===== config.mk =====
export PLATFORM = sky130hd
export DESIGN_NAME = sensor_frame_receiver_unit
export DESIGN_NICKNAME = d
export VERILOG_FILES = /design/src/hdl/sfr_pkg.sv /design/src/hdl/sfr_rec_mem.sv /design/src/hdl/sfr_parser.sv /design/src/hdl/sfr_emitter.sv /design/src/hdl/sensor_frame_receiver_unit.sv
export SDC_FILE = /design/constraint.sdc
export NUM_CORES = 1
export LEC_CHECK = 0
export ABC_AREA = 1
export BUFFER_PORTS_ARGS = -buffer_cell sky130_fd_sc_hd__buf_2
export CAP_MARGIN = 25
export CORE_MARGIN = 3
export CORE_UTILIZATION = 40
export CTS_BUF_LIST = sky130_fd_sc_hd__clkbuf_4
export CTS_CLUSTER_DIAMETER = 150
export DETAILED_ROUTE_END_ITERATION = 10
export HOLD_SLACK_MARGIN = 0.05
export SETUP_SLACK_MARGIN = 0.2
export SYNTH_ARGS = -nofsm -noshare
export SYNTH_HDL_FRONTEND = slang
export SYNTH_SLANG_ARGS = --single-unit

===== constraint.sdc =====
create_clock -name aclk -period 8.9 [get_ports aclk]
set_input_delay 1.335 -clock aclk [delete_from_list [all_inputs] [get_ports aclk]]
set_output_delay 1.335 -clock aclk [all_outputs]
set_load 0.03 [all_outputs]

===== src/hdl/sfr_pkg.sv =====
package sfr_pkg;

    localparam int MAX_RECORDS_DEF = 16;
    localparam int REC_W           = 24;

    localparam logic REG_HEADER = 1'b0;
    localparam logic REG_OWN    = 1'b1;

    typedef enum logic [2:0] {
        ST_OK         = 3'd0,
        ST_BAD_HEADER = 3'd1,
        ST_WRONG_ADDR = 3'd2,
        ST_CHECKSUM   = 3'd3,
        ST_TOO_LONG   = 3'd4
    } sfr_status_t;

    typedef struct packed {
        logic        vld;
        sfr_status_t status;
        logic [7:0]  src;
        logic [7:0]  cmd;
    } sfr_job_t;

endpackage


===== src/hdl/sfr_rec_mem.sv =====
module sfr_rec_mem import sfr_pkg::*; #(
    parameter int DEPTH = MAX_RECORDS_DEF,
    parameter int AW    = 4
) (
    input  logic             aclk,
    input  logic             wr_en,
    input  logic [AW-1:0]    wr_addr,
    input  logic [REC_W-1:0] wr_data,
    input  logic             rd_en,
    input  logic [AW-1:0]    rd_addr,
    output logic [REC_W-1:0] rd_data
);

    logic [REC_W-1:0] mem [DEPTH];
    logic [REC_W-1:0] rd_data_reg;

    always_ff @(posedge aclk) begin
        if (wr_en) begin
            mem[wr_addr] <= wr_data;
        end
    end

    always_ff @(posedge aclk) begin
        if (rd_en) begin
            rd_data_reg <= mem[rd_addr];
        end
    end

    assign rd_data = rd_data_reg;

endmodule


===== src/hdl/sfr_parser.sv =====
module sfr_parser import sfr_pkg::*; #(
    parameter int MAX_RECORDS = MAX_RECORDS_DEF
) (
    input  logic                                 aclk,
    input  logic                                 aresetn,
    input  logic                                 cfg_we,
    input  logic                                 cfg_index,
    input  logic [7:0]                           cfg_wdata,
    input  logic                                 s_tvalid,
    output logic                                 s_tready,
    input  logic [7:0]                           s_byte,
    input  logic                                 s_start,
    input  logic                                 emit_busy,
    input  logic                                 job_take,
    output sfr_job_t                             job,
    output logic [$clog2(MAX_RECORDS+1)-1:0]     job_nrec,
    output logic                                 wr_en,
    output logic [((MAX_RECORDS > 1) ? $clog2(MAX_RECORDS) : 1)-1:0] wr_addr,
    output logic [REC_W-1:0]                     wr_data
);

    localparam int CNT_W = $clog2(MAX_RECORDS + 1);
    localparam int IDX_W = (MAX_RECORDS > 1) ? $clog2(MAX_RECORDS) : 1;
    localparam logic [7:0] LEN_LIMIT = 8'(3 * MAX_RECORDS);
    localparam logic [CNT_W-1:0] HELD_MAX = CNT_W'(MAX_RECORDS);

    typedef enum logic [2:0] {
        P_IDLE, P_DEST, P_SRC, P_CMD, P_LEN, P_DATA, P_CHECK
    } phase_t;

    phase_t            phase_reg, phase_next;
    logic [7:0]        header_reg, header_next;
    logic [7:0]        own_reg, own_next;
    logic [7:0]        sum_reg, sum_next;
    logic [7:0]        left_reg, left_next;
    logic [7:0]        src_reg, src_next;
    logic [7:0]        cmd_reg, cmd_next;
    logic [1:0]        bir_reg, bir_next;
    logic [15:0]       part_reg, part_next;
    logic [CNT_W-1:0]  held_reg, held_next;
    sfr_job_t          job_reg, job_next;
    logic [CNT_W-1:0]  nrec_reg, nrec_next;
    logic              accept;

    assign s_tready = !job_reg.vld && !emit_busy;
    assign accept   = s_tvalid && s_tready;
    assign job      = job_reg;
    assign job_nrec = nrec_reg;
    assign wr_addr  = held_reg[IDX_W-1:0];
    assign wr_data  = {part_reg, s_byte};

    always_comb begin
        phase_next  = phase_reg;
        header_next = header_reg;
        own_next    = own_reg;
        sum_next    = sum_reg;
        left_next   = left_reg;
        src_next    = src_reg;
        cmd_next    = cmd_reg;
        bir_next    = bir_reg;
        part_next   = part_reg;
        held_next   = held_reg;
        job_next    = job_reg;
        nrec_next   = nrec_reg;
        wr_en       = 1'b0;

        if (cfg_we) begin
            case (cfg_index)
                REG_HEADER: header_next = cfg_wdata;
                REG_OWN:    own_next    = cfg_wdata;
                default:    ;
            endcase
        end

        if (job_take) begin
            job_next.vld = 1'b0;
        end

        if (accept) begin
            if (s_start) begin
                sum_next  = 8'd0;
                left_next = 8'd0;
                bir_next  = 2'd0;
                part_next = 16'd0;
                held_next = '0;
                src_next  = 8'd0;
                cmd_next  = 8'd0;
                if (s_byte != header_reg) begin
                    phase_next = P_IDLE;
                    job_next   = '{vld: 1'b1, status: ST_BAD_HEADER, src: 8'd0, cmd: 8'd0};
                    nrec_next  = '0;
                end else begin
                    sum_next   = s_byte;
                    phase_next = P_DEST;
                end
            end else begin
                case (phase_reg)
                    P_DEST: begin
                        if (s_byte != own_reg) begin
                            phase_next = P_IDLE;
                            job_next   = '{vld: 1'b1, status: ST_WRONG_ADDR,
                                           src: 8'd0, cmd: 8'd0};
                            nrec_next  = '0;
                        end else begin
                            sum_next   = sum_reg + s_byte;
                            phase_next = P_SRC;
                        end
                    end
                    P_SRC: begin
                        src_next   = s_byte;
                        sum_next   = sum_reg + s_byte;
                        phase_next = P_CMD;
                    end
                    P_CMD: begin
                        cmd_next   = s_byte;
                        sum_next   = sum_reg + s_byte;
                        phase_next = P_LEN;
                    end
                    P_LEN: begin
                        if (s_byte > LEN_LIMIT) begin
                            phase_next = P_IDLE;
                            job_next   = '{vld: 1'b1, status: ST_TOO_LONG,
                                           src: 8'd0, cmd: 8'd0};
                            nrec_next  = '0;
                        end else begin
                            sum_next   = sum_reg + s_byte;
                            left_next  = s_byte;
                            phase_next = (s_byte == 8'd0) ? P_CHECK : P_DATA;
                        end
                    end
                    P_DATA: begin
                        sum_next = sum_reg + s_byte;
                        if (bir_reg < 2'd2) begin
                            part_next = {part_reg[7:0], s_byte};
                            bir_next  = bir_reg + 2'd1;
                        end else begin
                            if (held_reg < HELD_MAX) begin
                                wr_en     = 1'b1;
                                held_next = held_reg + CNT_W'(1);
                            end
                            bir_next  = 2'd0;
                            part_next = 16'd0;
                        end
                        left_next = left_reg - 8'd1;
                        if (left_reg == 8'd1) begin
                            phase_next = P_CHECK;
                        end
                    end
                    P_CHECK: begin
                        phase_next = P_IDLE;
                        if (s_byte != sum_reg) begin
                            job_next  = '{vld: 1'b1, status: ST_CHECKSUM,
                                          src: 8'd0, cmd: 8'd0};
                            nrec_next = '0;
                        end else begin
                            job_next  = '{vld: 1'b1, status: ST_OK,
                                          src: src_reg, cmd: cmd_reg};
                            nrec_next = held_reg;
                        end
                    end
                    default: phase_next = P_IDLE;
                endcase
            end
        end
    end

    always_ff @(posedge aclk) begin
        if (!aresetn) begin
            phase_reg  <= P_IDLE;
            header_reg <= 8'hAA;
            own_reg    <= 8'h00;
            sum_reg    <= 8'd0;
            left_reg   <= 8'd0;
            src_reg    <= 8'd0;
            cmd_reg    <= 8'd0;
            bir_reg    <= 2'd0;
            part_reg   <= 16'd0;
            held_reg   <= '0;
            job_reg    <= '0;
            nrec_reg   <= '0;
        end else begin
            phase_reg  <= phase_next;
            header_reg <= header_next;
            own_reg    <= own_next;
            sum_reg    <= sum_next;
            left_reg   <= left_next;
            src_reg    <= src_next;
            cmd_reg    <= cmd_next;
            bir_reg    <= bir_next;
            part_reg   <= part_next;
            held_reg   <= held_next;
            job_reg    <= job_next;
            nrec_reg   <= nrec_next;
        end
    end

`ifndef SYNTHESIS
    a_data_has_bytes: assert property (@(posedge aclk) disable iff (!aresetn)
        phase_reg == P_DATA |-> left_reg != 8'd0)
        else $error("data phase with no bytes left");

    a_write_on_record_end: assert property (@(posedge aclk) disable iff (!aresetn)
        wr_en |-> (phase_reg == P_DATA && bir_reg == 2'd2 && accept))
        else $error("record write outside a record's last byte");

    a_job_from_transfer: assert property (@(posedge aclk) disable iff (!aresetn)
        $rose(job_reg.vld) |-> $past(accept))
        else $error("job raised without an input transfer");
`endif

endmodule


===== src/hdl/sfr_emitter.sv =====
module sfr_emitter import sfr_pkg::*; #(
    parameter int MAX_RECORDS = MAX_RECORDS_DEF
) (
    input  logic                                 aclk,
    input  logic                                 aresetn,
    input  sfr_job_t                             job,
    input  logic [$clog2(MAX_RECORDS+1)-1:0]     job_nrec,
    output logic                                 job_take,
    output logic                                 emit_busy,
    output logic                                 rd_en,
    output logic [((MAX_RECORDS > 1) ? $clog2(MAX_RECORDS) : 1)-1:0] rd_addr,
    input  logic [REC_W-1:0]                     rd_data,
    output logic                                 m_tvalid,
    input  logic                                 m_tready,
    output logic [((40 + $clog2(MAX_RECORDS+1)
                   + ((MAX_RECORDS > 1) ? $clog2(MAX_RECORDS) : 1) + 7) / 8) * 8 - 1:0] m_tdata,
    output logic [2:0]                           m_tuser,
    output logic                                 m_tlast
);

    localparam int CNT_W = $clog2(MAX_RECORDS + 1);
    localparam int IDX_W = (MAX_RECORDS > 1) ? $clog2(MAX_RECORDS) : 1;
    localparam int RAW_W = 40 + CNT_W + IDX_W;
    localparam int TD_W  = ((RAW_W + 7) / 8) * 8;

    typedef enum logic [1:0] {E_IDLE, E_FETCH, E_SEND} emit_state_t;

    emit_state_t       state_reg;
    logic [CNT_W-1:0]  nrec_reg;
    logic [IDX_W-1:0]  idx_reg;
    logic              valid_reg;
    logic              last_reg;
    sfr_status_t       status_reg;
    logic [7:0]        src_reg;
    logic [7:0]        cmd_reg;
    logic [CNT_W-1:0]  cnt_reg;
    logic [REC_W-1:0]  rec_reg;
    logic              fetch_last;
    logic              send_last;
    logic              send_adv;

    assign job_take   = job.vld && state_reg == E_IDLE;
    assign emit_busy  = (state_reg == E_FETCH) || (state_reg == E_SEND && !last_reg);
    assign fetch_last = (CNT_W'(idx_reg) + CNT_W'(1)) == nrec_reg;
    assign send_last  = (CNT_W'(idx_reg) + CNT_W'(2)) == nrec_reg;
    assign send_adv   = state_reg == E_SEND && m_tready && !last_reg;

    always_comb begin
        rd_en   = 1'b0;
        rd_addr = idx_reg + IDX_W'(1);
        case (state_reg)
            E_IDLE: begin
                rd_addr = '0;
                rd_en   = job_take && job.status == ST_OK && job_nrec != '0;
            end
            E_FETCH: begin
                rd_en = !fetch_last;
            end
            E_SEND: begin
                rd_addr = idx_reg + IDX_W'(2);
                rd_en   = send_adv && !send_last;
            end
            default: ;
        endcase
    end

    always_ff @(posedge aclk) begin
        if (!aresetn) begin
            state_reg  <= E_IDLE;
            valid_reg  <= 1'b0;
            last_reg   <= 1'b0;
            nrec_reg   <= '0;
            idx_reg    <= '0;
            status_reg <= ST_OK;
            src_reg    <= 8'd0;
            cmd_reg    <= 8'd0;
            cnt_reg    <= '0;
            rec_reg    <= '0;
        end else begin
            case (state_reg)
                E_IDLE: begin
                    if (job_take) begin
                        status_reg <= job.status;
                        src_reg    <= job.src;
                        cmd_reg    <= job.cmd;
                        nrec_reg   <= job_nrec;
                        idx_reg    <= '0;
                        if (job.status != ST_OK || job_nrec == '0) begin
                            cnt_reg   <= '0;
                            rec_reg   <= '0;
                            last_reg  <= 1'b1;
                            valid_reg <= 1'b1;
                            state_reg <= E_SEND;
                        end else begin
                            cnt_reg   <= job_nrec;
                            state_reg <= E_FETCH;
                        end
                    end
                end
                E_FETCH: begin
                    rec_reg   <= rd_data;
                    last_reg  <= fetch_last;
                    valid_reg <= 1'b1;
                    state_reg <= E_SEND;
                end
                E_SEND: begin
                    if (m_tready) begin
                        if (last_reg) begin
                            valid_reg <= 1'b0;
                            last_reg  <= 1'b0;
                            state_reg <= E_IDLE;
                        end else begin
                            rec_reg  <= rd_data;
                            idx_reg  <= idx_reg + IDX_W'(1);
                            last_reg <= send_last;
                        end
                    end
                end
                default: state_reg <= E_IDLE;
            endcase
        end
    end

    assign m_tvalid = valid_reg;
    assign m_tlast  = last_reg;
    assign m_tuser  = status_reg;
    assign m_tdata  = TD_W'({rec_reg[7:0], rec_reg[15:8], rec_reg[23:16],
                             (cnt_reg == '0) ? IDX_W'(0) : idx_reg,
                             cnt_reg, cmd_reg, src_reg});

`ifndef SYNTHESIS
    a_error_single: assert property (@(posedge aclk) disable iff (!aresetn)
        (m_tvalid && status_reg != ST_OK) |->
            (m_tlast && src_reg == 8'd0 && cmd_reg == 8'd0 && cnt_reg == '0
             && rec_reg == '0))
        else $error("error result carries frame data or is not last");

    a_last_at_count: assert property (@(posedge aclk) disable iff (!aresetn)
        (m_tvalid && m_tlast && status_reg == ST_OK && cnt_reg != '0) |->
            (CNT_W'(idx_reg) + CNT_W'(1)) == cnt_reg)
        else $error("last record index does not match count");

    a_fetch_after_read: assert property (@(posedge aclk) disable iff (!aresetn)
        state_reg == E_FETCH |-> $past(rd_en))
        else $error("fetch without a memory read");
`endif

endmodule


===== src/hdl/sensor_frame_receiver_unit.sv =====
// From the byte that causes it, an error result passes the job and output registers; from
// its checksum byte, a good frame's first record passes the job register, the memory read
// register and output registers. Throughput: one byte per cycle; records then leave one per
// cycle while m_tready is high, from the record memory's registered read port, and input is
// held off until the final result is loaded. Reset: synchronous, active low; clears the
// parser, emitter and registers to 0xAA/0x00. The record memory is not cleared.
module sensor_frame_receiver_unit import sfr_pkg::*; #(
    parameter int MAX_RECORDS = MAX_RECORDS_DEF
) (
    input  logic        aclk,
    input  logic        aresetn,
    input  logic        cfg_we,
    input  logic        cfg_index,
    input  logic [7:0]  cfg_wdata,
    input  logic        s_tvalid,
    output logic        s_tready,
    input  logic [7:0]  s_tdata,   // rx_byte
    input  logic        s_tuser,   // frame_start
    output logic        m_tvalid,
    input  logic        m_tready,
    // source_address, command, record_count, record_index, device_id, value_high,
    // value_low, zero fill
    output logic [((40 + $clog2(MAX_RECORDS+1)
                   + ((MAX_RECORDS > 1) ? $clog2(MAX_RECORDS) : 1) + 7) / 8) * 8 - 1:0] m_tdata,
    output logic [2:0]  m_tuser,   // status
    output logic        m_tlast
);

    localparam int CNT_W = $clog2(MAX_RECORDS + 1);
    localparam int IDX_W = (MAX_RECORDS > 1) ? $clog2(MAX_RECORDS) : 1;

    sfr_job_t          job;
    logic [CNT_W-1:0]  job_nrec;
    logic              job_take;
    logic              emit_busy;
    logic              wr_en;
    logic [IDX_W-1:0]  wr_addr;
    logic [REC_W-1:0]  wr_data;
    logic              rd_en;
    logic [IDX_W-1:0]  rd_addr;
    logic [REC_W-1:0]  rd_data;

    sfr_parser #(.MAX_RECORDS(MAX_RECORDS)) u_parser (
        .aclk      (aclk),
        .aresetn   (aresetn),
        .cfg_we    (cfg_we),
        .cfg_index (cfg_index),
        .cfg_wdata (cfg_wdata),
        .s_tvalid  (s_tvalid),
        .s_tready  (s_tready),
        .s_byte    (s_tdata),
        .s_start   (s_tuser),
        .emit_busy (emit_busy),
        .job_take  (job_take),
        .job       (job),
        .job_nrec  (job_nrec),
        .wr_en     (wr_en),
        .wr_addr   (wr_addr),
        .wr_data   (wr_data)
    );

    sfr_rec_mem #(.DEPTH(MAX_RECORDS), .AW(IDX_W)) u_mem (
        .aclk    (aclk),
        .wr_en   (wr_en),
        .wr_addr (wr_addr),
        .wr_data (wr_data),
        .rd_en   (rd_en),
        .rd_addr (rd_addr),
        .rd_data (rd_data)
    );

    sfr_emitter #(.MAX_RECORDS(MAX_RECORDS)) u_emitter (
        .aclk      (aclk),
        .aresetn   (aresetn),
        .job       (job),
        .job_nrec  (job_nrec),
        .job_take  (job_take),
        .emit_busy (emit_busy),
        .rd_en     (rd_en),
        .rd_addr   (rd_addr),
        .rd_data   (rd_data),
        .m_tvalid  (m_tvalid),
        .m_tready  (m_tready),
        .m_tdata   (m_tdata),
        .m_tuser   (m_tuser),
        .m_tlast   (m_tlast)
    );

endmodule


Word level (Yosys, flattened, before mapping)

Memories as Yosys holds them, arrays and structs flattened. A register that Yosys moved wholly into a read port is not among the register bits.
Cells that the tools add are included.

Bitwise logic cells: 1
$lt $le $gt $ge: 3
$add $sub $neg: 8
Equal/unequal tests: 26
Reductions and logical operators: 49
Multiplexer cells: 76

Operator list:

| operator                                   | number |
|---|---|
| 20-bit two-way mux                         | 5 |
| 24-bit two-way mux                         | 4 |
| 8-bit two-way mux                          | 10 |
| 24-bit case mux with 3 select lines        | 1 |
| 20-bit case mux with 3 select lines        | 1 |
| 5-bit two-way mux                          | 10 |
| 16-bit two-way mux                         | 3 |
| 8-bit != test                              | 3 |
| 8-bit case mux with 3 select lines         | 1 |
| 18-bit two-way mux                         | 1 |
| 2-bit two-way mux                          | 9 |
| 4-bit two-way mux                          | 4 |
| 4-bit case mux with 2 select lines         | 2 |
| 8-bit case mux with 2 select lines         | 1 |
| 4-bit AND reduction                        | 4 |
| 1-bit two-way mux                          | 15 |
| 3-bit case mux with 5 select lines         | 1 |
| 5-bit case mux with 3 select lines         | 1 |
| 5-bit AND reduction                        | 3 |
| 2-bit AND reduction                        | 7 |
| 5-bit equality test                        | 2 |
| 5-bit zero test                            | 2 |
| 2-bit nonzero test                         | 5 |
| 3-bit equality test, second input constant | 3 |
| other kinds (35)                           | 65 |

Flip-flop bits (word level): 160
Bits in writable memories: 384
Memories: 1
Output and inout port bits: 62

Memory list:

| name      | depth | bits a word | read ports | clocked after memory_dff | wr ports | RTL line          | source |
|---|---|---|---|---|---|---|---|
| u_mem.mem | 16    | 24          | 1          | 1                        | 1        | sfr_rec_mem.sv:14 | `logic [REC_W-1:0] mem [DEPTH];` |

Depth between registers and ports, before layout

Gate-level depths: netlist (run 1).

Depth in word-level cells: 9
Depth in mapped cells: 14
Gate-level depth less buffers: 13

Modules after synthesis

From an unflattened synthesis (run 1), not the netlist that was laid out.

Cells, all modules: 2,716
Area total of the unflattened synthesis: 25,120.3 um^2

Modules (own cells, without submodules):

| module      | times used | sequential area each (um^2) | area an instance (um^2) | cells each |
|---|---|---|---|---|
| sfr_rec_mem | 1          | 12,251.8                    | 17,191.5                | 1,597 |
| sfr_parser  | 1          | 1,981.9                     | 5,013.6                 | 732 |
| sfr_emitter | 1          | 1,221.2                     | 2,915.3                 | 387 |

Worst setup path before layout (run 1)

OpenSTA, ideal clock, no wires.

Path type: input port to flip-flop
Start point: in s_tuser
End point: mem u_mem.mem[0][0] (enable)
Setup slack: 5.403 ns
Stages: 5
Arrival time: 3.092 ns
Cell sequence: inv_1 > nand2_1 > nor3_2 > nand2_1 > nor2_1

Longest elaborated chain between the ends: 4

RTL lines:

| what                                    | RTL line                         | source |
|---|---|---|
| start, declared                         | sensor_frame_receiver_unit.sv:18 | `input logic s_tuser,` |
| 1-bit two-way mux                       | sfr_parser.sv:80                 | `if (s_start) begin` |
| 1-bit two-way mux                       | sfr_parser.sv:79                 | `if (accept) begin` |
| 1-bit two-way mux                       | sfr_rec_mem.sv:18                | `if (wr_en) begin` |
| 1-bit two-way mux (not written as such) | sfr_rec_mem.sv:19                | `mem[wr_addr] <= wr_data;` |
| end, declared                           | sfr_rec_mem.sv:14                |  |

Every way passes these cells.

Worst setup path after layout (run 1)

Start point: reg u_emitter.state_reg[0]
End point: reg u_mem.rd_data_reg[7] (netlist: u_mem.rd_data[7]), read port of u_mem.mem, data pin

Longest elaborated chain between the ends: 5

RTL lines:

| what                                                          | RTL line                                                | source |
|---|---|---|
| start, declared                                               | sfr_emitter.sv:28                                       | `emit_state_t state_reg;` |
| start signal, assigned                                        | sfr_emitter.sv:69                                       | `state_reg <= E_IDLE;` |
| start signal, assigned                                        | sfr_emitter.sv:93                                       | `state_reg <= E_SEND;` |
| start signal, assigned                                        | sfr_emitter.sv:96                                       | `state_reg <= E_FETCH;` |
| 2-bit equality test / 2-bit zero test (equally long branches) | sfr_emitter.sv:46, sfr_emitter.sv:51, sfr_emitter.sv:42 |  |
| 1-bit logical AND, on equally long branches                   | sfr_emitter.sv:46, sfr_emitter.sv:42                    |  |
| 1-bit logical AND, on equally long branches                   | sfr_emitter.sv:46, sfr_emitter.sv:54                    |  |
| 1-bit logical AND, on equally long branches                   | sfr_emitter.sv:61, sfr_emitter.sv:54                    |  |
| 1-bit case mux with 3 select lines                            | sfr_emitter.sv:51                                       | `case (state_reg)` |
| end, declared                                                 | sfr_rec_mem.sv:15                                       | `logic [REC_W-1:0] rd_data_reg;` |

Several ways; a longest one is shown, not always the timed one.
A chain may end at the register's enable or synchronous reset.

==> impl_results.md, run 1 <==
* Status: complete, no violations
* Critical path's largest stage delay at just under 0.9 ns
* CP Launch Point: u_emitter.state_reg[0]
* Critical hold path startpoint: u_parser.job[5]
* Initial Util at 0.408
* CP Data Arrival Time at slightly below 5 ns
* Final hold violations at 0
* Remaining DRCs at 0
* RSZ-0062 raised after global routing: false
* CP startpoint kind: flip-flop
* Met1 usage at 0.246
* Max-Cap Viols at 0
* Met2 usage at 0.319
* Port Buf Inserts at slightly below 80
* I/O pin count at 85
* GR peak layer: met2
* Clk_lat worst skew at about 0.96 ns
* DR iter-0 viols at 1263
* Prevailing post-synth register cell: edfxtp_1
* Worst slack, placed at 4.76 ns
* FMAX at roughly 250 MHz
* P&R area growth vs syn at 12.1%
* Endpoint class of the critical path: flip-flop
* Vias per inst at 5.24
* Vias at approximately 17k
* Min-Delay Path Class: reg2reg
* Placed inst area at between 20000 and 25000 um^2
* Post-CTS Setup Bufs at 0
* Max reg flops at 384
* Detail Placement HPWL at 36.6 mm
* Layout cells sized above 1 at 0.152
* Clock slew at reported path FFs at roughly 0.07 ns
* Antenna violations before repair at 2
* Final nets at 2475
* Hold buffers post-CTS at 0
* H-tree levels at 4
* Worst path slowest cell: inv_6
* Die X at roughly 250 um
* DRT Pass-1 Iters at 6
* Rel. slew slack at 0.372
* Area share of the largest cell type after synthesis at 0.515
* P per Cell Area at approximately 270 nW/um^2
* Worst hold slack at 0.444 ns
* CTS buffer count at ~150
* CTS Sinks at about 570
* Synth warn at 0
* First-pass GRT wire length at 95.5 mm
* Worst r2r src: u_emitter.state_reg[0]
* ANT nets after route at 0
* Post-route design area at around 27000 um^2
* Avg Cell Area, Syn at approximately 10 um^2
* Mapped Area at about 24000 um^2
* Synthesis-stage register bit count at around 570
* Worst-path fanout max at between 100 and 150
* Number of global-route vias before repair at approximately 17k
* Fillers at 5553
* Post-synth EDFFs at approximately 400
* Crit-path cells: inv_1 -> ha_1 -> nor2_2 -> nand2_1 -> nand2_4 -> inv_6 -> buf_4 -> nor2_1 -> nor2_1 -> o21ai_0 -> o211ai_1 -> nand3_1 -> nand2_1
* Total leakage power at 9.95 nW
* Post-synthesis cell count at between 2k and 2.5k
* Post-Route Setup TNS at 0 ns
* Synth area leaders: edfxtp_1 52%, dfxtp_1 13%, nor2_1 7.1%
* Final Instance Count excl. Fillers at between 3k and 4k
* Worst Skew at roughly 0.046 ns
* Final Setup Violations at 0
* Max clock buf depth at 3
* Setup slack after layout at 4.83 ns
* Resized cells post-CTS at 0
* Met3 Use GR at 0.0373
* Row count at about 90
* Core area at 58200 um^2
* Critical path type: reg2reg
* Top-count cell post-synth: nor2_1
* Total placed cells including tap cells at a little over 3k
* GPL Wtd Cong at 0.877
* Largest net degree at the start of global routing at ~190
* TritonCTS clock tree: done
* Clock root buffer: clkbuf_4
* Global-route usage over all layers at 0.196
* Overall power at between 7 and 8 mW
* Async set or reset register ratio after synthesis at 0
* VDD IR max at between 200 and 250 uV
* Routed len/inst at 18.6 um
* Least-Margin Pin Slew at 0.942 ns
* Sequential cell area fraction in the yosys report at 0.650
* Die area at between 60000 and 70000 um^2
* Fin. max-slew vios at 0
* Final min period at between 4 and 5 ns
* Die Ht at roughly 250 um
* Netlist cell types at 48
* Overflow after GRT at 0
* Util after Layout at 0.457
* Drt total wl at roughly 61 mm
* Final period util at 0.457
* Top cells by count, synth: 451 x nor2_1, 408 x edfxtp_1, 275 x nand2_1
* Synth area leader: edfxtp_1
* CP required at about 9.7 ns
final cells by class:
type                            count  area, um^2  area share
Antenna cell                        7        17.5    0.000658
Multi-Input combinational cell   1491        7300       0.274
Inverter                          121         464      0.0174
Clock buffer                      221        1660      0.0623
Tap cell                          765         957      0.0359
Timing Repair Buffer              105         644      0.0242
Clock inverter                     20         143     0.00535
Sequential cell                   568       15500       0.580
power breakdown:
group | internal (mW) | leakage [nW] | total [mW] | switching (mW)
clock network | 1.18 | 1.08 | 2.20 | 1.02
logic | 0.502 | 3.68 | 1.78 | 1.27
registers | 3.04 | 5.19 | 3.21 | 0.171
routing by layer:
metal | vias to the layer above | part of all wire | wire [um]
met3 | 144 | 0.052 | 3160
met4 | 0 | 0.045 | 2730
met2 | 490 | 0.48 | 29100
li1 | 8331 | - | -
met1 | 8330 | 0.43 | 26200
met5 | - | 0 | 0
worst paths after layout:
| path | endpoint | slack, ns | depth (start not counted) |
|---|---|---|---|
| max | u_mem.rd_data[7] | 4.83 | 13 |
| min | u_emitter.cmd_reg[5] | 0.44 | 2 |
| max reg2reg | u_mem.rd_data[7] | 4.83 | 13 |
| min reg2reg | u_emitter.cmd_reg[5] | 0.44 | 2 |
cells in the final DEF (no fill, tap or decap), types with 2 or more instances in the layout:
cell          n
buf_4        24
clkbuf_4    221
nand2_1     274
nor2_4        3
a21oi_1     128
a22oi_1       3
o211ai_1     75
nand3b_1      2
nor2_2       20
dfxtp_1     160
nor2_1      434
o21ai_1       3
nand3_1     155
and3_1        2
inv_1       112
buf_12        2
inv_4         2
bufinv_16     2
o21bai_1     25
clkinv_1     12
inv_2         8
conb_1        7
o22ai_1       5
ha_1         19
o21ai_2       2
or2_2         3
xnor2_1      15
o21ai_0     260
o21ai_4       2
nand2_4       3
diode_2       7
nand4_1      16
nor3_1       10
a211oi_1      3
edfxtp_1    408
clkinvlp_4    4
buf_2        77
xor2_1       10
kinds of logic (layout without fill, tap and decap cells):
| kind of cell | after synthesis | count (layout) | share of synthesized area |
|---|---|---|---|
| simple gates | 930 | 930 | 0.163 |
| flops | 568 | 568 | 0.650 |
| compound gates | 509 | 509 | 0.120 |
| buf+inv | 257 | 467 | 0.0470 |
| xor+xnor | 25 | 25 | 0.00921 |
| fa+ha+maj | 20 | 20 | 0.0108 |
| other cells | 1 | 14 | 0.000158 |
worst max-delay path: cells and delay by family (launching register included):
family	cells	cell delay [ns]
adders and majority gates	1	0.35
AOI/OAI and AO/OA	2	0.24
DFF	1	0.35
buffers and inverters	3	1.80
and+or+nand+nor	7	1.08
Power figures use the tool's default switching activity.
==> inputs of run 2 (changes only) <==
clock period = 3.75 ns   (was 8.9 ns; I/O delays follow)
==> run 2 against run 1 <==
- combinational power up 140%
- die area is the same
- sequential power grew 140%
- cell area grew 2.3%
- critical endpoint is now u_mem.mem[9][9]
- non-clock buffer count rose by 50
- first-iteration DRC count rose by 24%
- critical path type unchanged
- maximum frequency grew 31%
==> impl_results.md, run 2 (same netlist as run 1, synthesis figures left out) <==
* Number of global-route vias before repair at about 18k
* GPL Wtd Cong at 0.851
* Critical hold path startpoint: s_tdata[3]
* Final min period at slightly above 3 ns
* ANT nets after route at 0
* Final hold violations at 0
* Worst Skew at approximately 0.060 ns
* Switching Share at 0.338
* Initial Util at 0.408
* Worst-path fanout max at 18
* Post-CTS Setup Bufs at 0
* CP required at approximately 4.4 ns
* CTS buffer count at 147
* Die Ht at approximately 250 um
* Drt total wl at 64.0 mm
* Combinational Power Share at 0.248
* Post-Route Setup TNS at 0 ns
* Largest net degree at the start of global routing at approximately 160
* Die X at ~250 um
* Depth of the worst register-to-register path at 10
* Detail Placement HPWL at ~37 mm
* CP Depth at 10
* Total placed cells including tap cells at between 3k and 4k
* Hold depth at 1
* Port Buf Inserts at 77
* DRT Pass-1 Iters at 5
* Max-Cap Viols at 0
* Flop2flop setup slack at roughly 0.65 ns
* Critical path's largest stage delay at between 0.4 and 0.5 ns
* I/O pin count at 85
* FMAX at around 320 MHz
* Worst Path Buf+Inv at 3
* R2R Path End: u_mem.mem[9][9]
* Clock power frac at 0.317
* Pint at between 10 and 15 mW
* Die area at around 62000 um^2
* CP delay by family, top: simple AND/OR/NAND/NOR gates
* NetSw at approximately 5.9 mW
* VDD IR max at 505 uV
* Remaining DRCs at 0
* DR iter-0 viols at about 1.6k
* Status: complete, no violations
* H-tree levels at 4
* CP startpoint kind: flip-flop
* Endpoint class of the critical path: flip-flop
* Clk_lat worst skew at ~1 ns
* First-pass GRT wire length at 99.4 mm
* Final Instance Count excl. Fillers at around 3.4k
* Vias per inst at 5.26
* Min-Delay Path Class: in2reg
* Routed len/inst at approximately 19 um
* Clock root buffer: clkbuf_4
* Commonest non-fill, non-tap cell in the layout: nor2_1
* Most used cell, CP: nor2_4
* Final nets at between 2k and 3k
* Vias at roughly 18k
* Worst path slowest cell: buf_4
* Worst r2r src: u_emitter.state_reg[0]
* CTS Sinks at 568
* Core area at between 50000 and 60000 um^2
* Antenna violations before repair at 2
* P per Cell Area at 640 nW/um^2
* Most frequent cells in the layout: 434 x nor2_1, 408 x edfxtp_1, 274 x nand2_1, 260 x o21ai_0, 229 x clkbuf_4
* P&R area growth vs syn at 14.6%
* Row count at 88
* Total leakage power at a little over 10 nW
* Final Setup Violations at 0
* RSZ-0062 raised after global routing: false
* CP Data Arrival Time at 3.70 ns
* Critical path type: reg2reg
* Global-route usage over all layers at 0.205
* Max clock buf depth at 3
* Layout cells sized above 1 at 0.160
* Final period util at 0.827
* TritonCTS clock tree: done
* Least-Margin Pin Slew at around 1.0 ns
* Clock slew at reported path FFs at 0.06 ns
* CP Launch Point: u_emitter.state_reg[0]
* Crit-path cells: inv_1 -> ha_1 -> inv_4 -> nor2_4 -> nor3_4 -> nand2_4 -> nor3_2 -> nand2_1 -> nor2_4 -> buf_4
* Hold EP: u_mem.mem[14][3]
* Rel. slew slack at 0.307
* Flop pwr share at 0.435
* Overflow after GRT at 0
* Fin. max-slew vios at 0
* Fillers at approximately 5.4k
* Max reg flops at 384
-- run 2: power by group through the flow --
| stage | Clock (mW) | Combinational, mW | Sequential, mW |
|---|---|---|---|
| 6_report | 5.53 | 4.31 | 7.58 |
| 5_1_grt | 6.02 | 4.85 | 7.62 |
| 4_1_cts | 5.67 | 4.33 | 7.58 |
| 3_5_place_dp | 0 | 4.29 | 7.72 |
| 3_3_place_gp | 0 | 4.23 | 7.71 |
| 2_1_floorplan | 0 | 3.01 | 7.72 |
-- run 2: stage by stage --
step / cell area, um^2 / total power [mW] / hold slack, ns / setup WS (ns) / util
after floorplan: 23800 / 10.7 / 0.430 / 0.564 / -
after global placement: 25000 / 11.9 / 0.445 / 0.724 / 0.429
after detailed placement: 25000 / 12.0 / 0.448 / 0.687 / 0.429
after CTS: 27200 / 17.6 / 0.0601 / 0.640 / 0.467
after global routing: 27200 / 18.5 / 0.0828 / 0.450 / 0.468
final: 27200 / 17.4 / 0.155 / 0.650 / 0.468
-- run 2: final cells by class --
cell class | count | area, um^2 | area share
sequential | 568 | 15500 | 0.567
multi-input combinational | 1491 | 7300 | 0.268
clock buffer | 229 | 1720 | 0.0631
timing repair buffer | 155 | 1120 | 0.0410
tap | 765 | 957 | 0.0351
inverter | 121 | 464 | 0.0170
clock inverter | 27 | 216 | 0.00795
antenna | 6 | 15.0 | 0.000551
-- run 2: worst max path at each step --
stage                       endpoint
finish               u_mem.mem[9][9]
global route        u_mem.mem[13][3]
CTS                  u_mem.mem[9][9]
detailed placement  u_mem.mem[9][22]
global placement    u_mem.mem[9][22]
floorplan            u_mem.mem[0][0]
-- run 2: timing repair --
action | 4_1_cts | 5_1_grt
endpoints found under the setup margin | 0 | 0
resized for setup | 0 | 0
endpoints found under the hold margin | 137 | 0
hold buffers | 27 | 0
-- run 2: routing by layer --
| layer | share of wire | GRT usage |
|---|---|---|
| met1 | 0.44 | 0.267 |
| met3 | 0.062 | 0.0442 |
| met4 | 0.031 | 0.0877 |
| met2 | 0.47 | 0.330 |
| met5 | 0 | 0 |
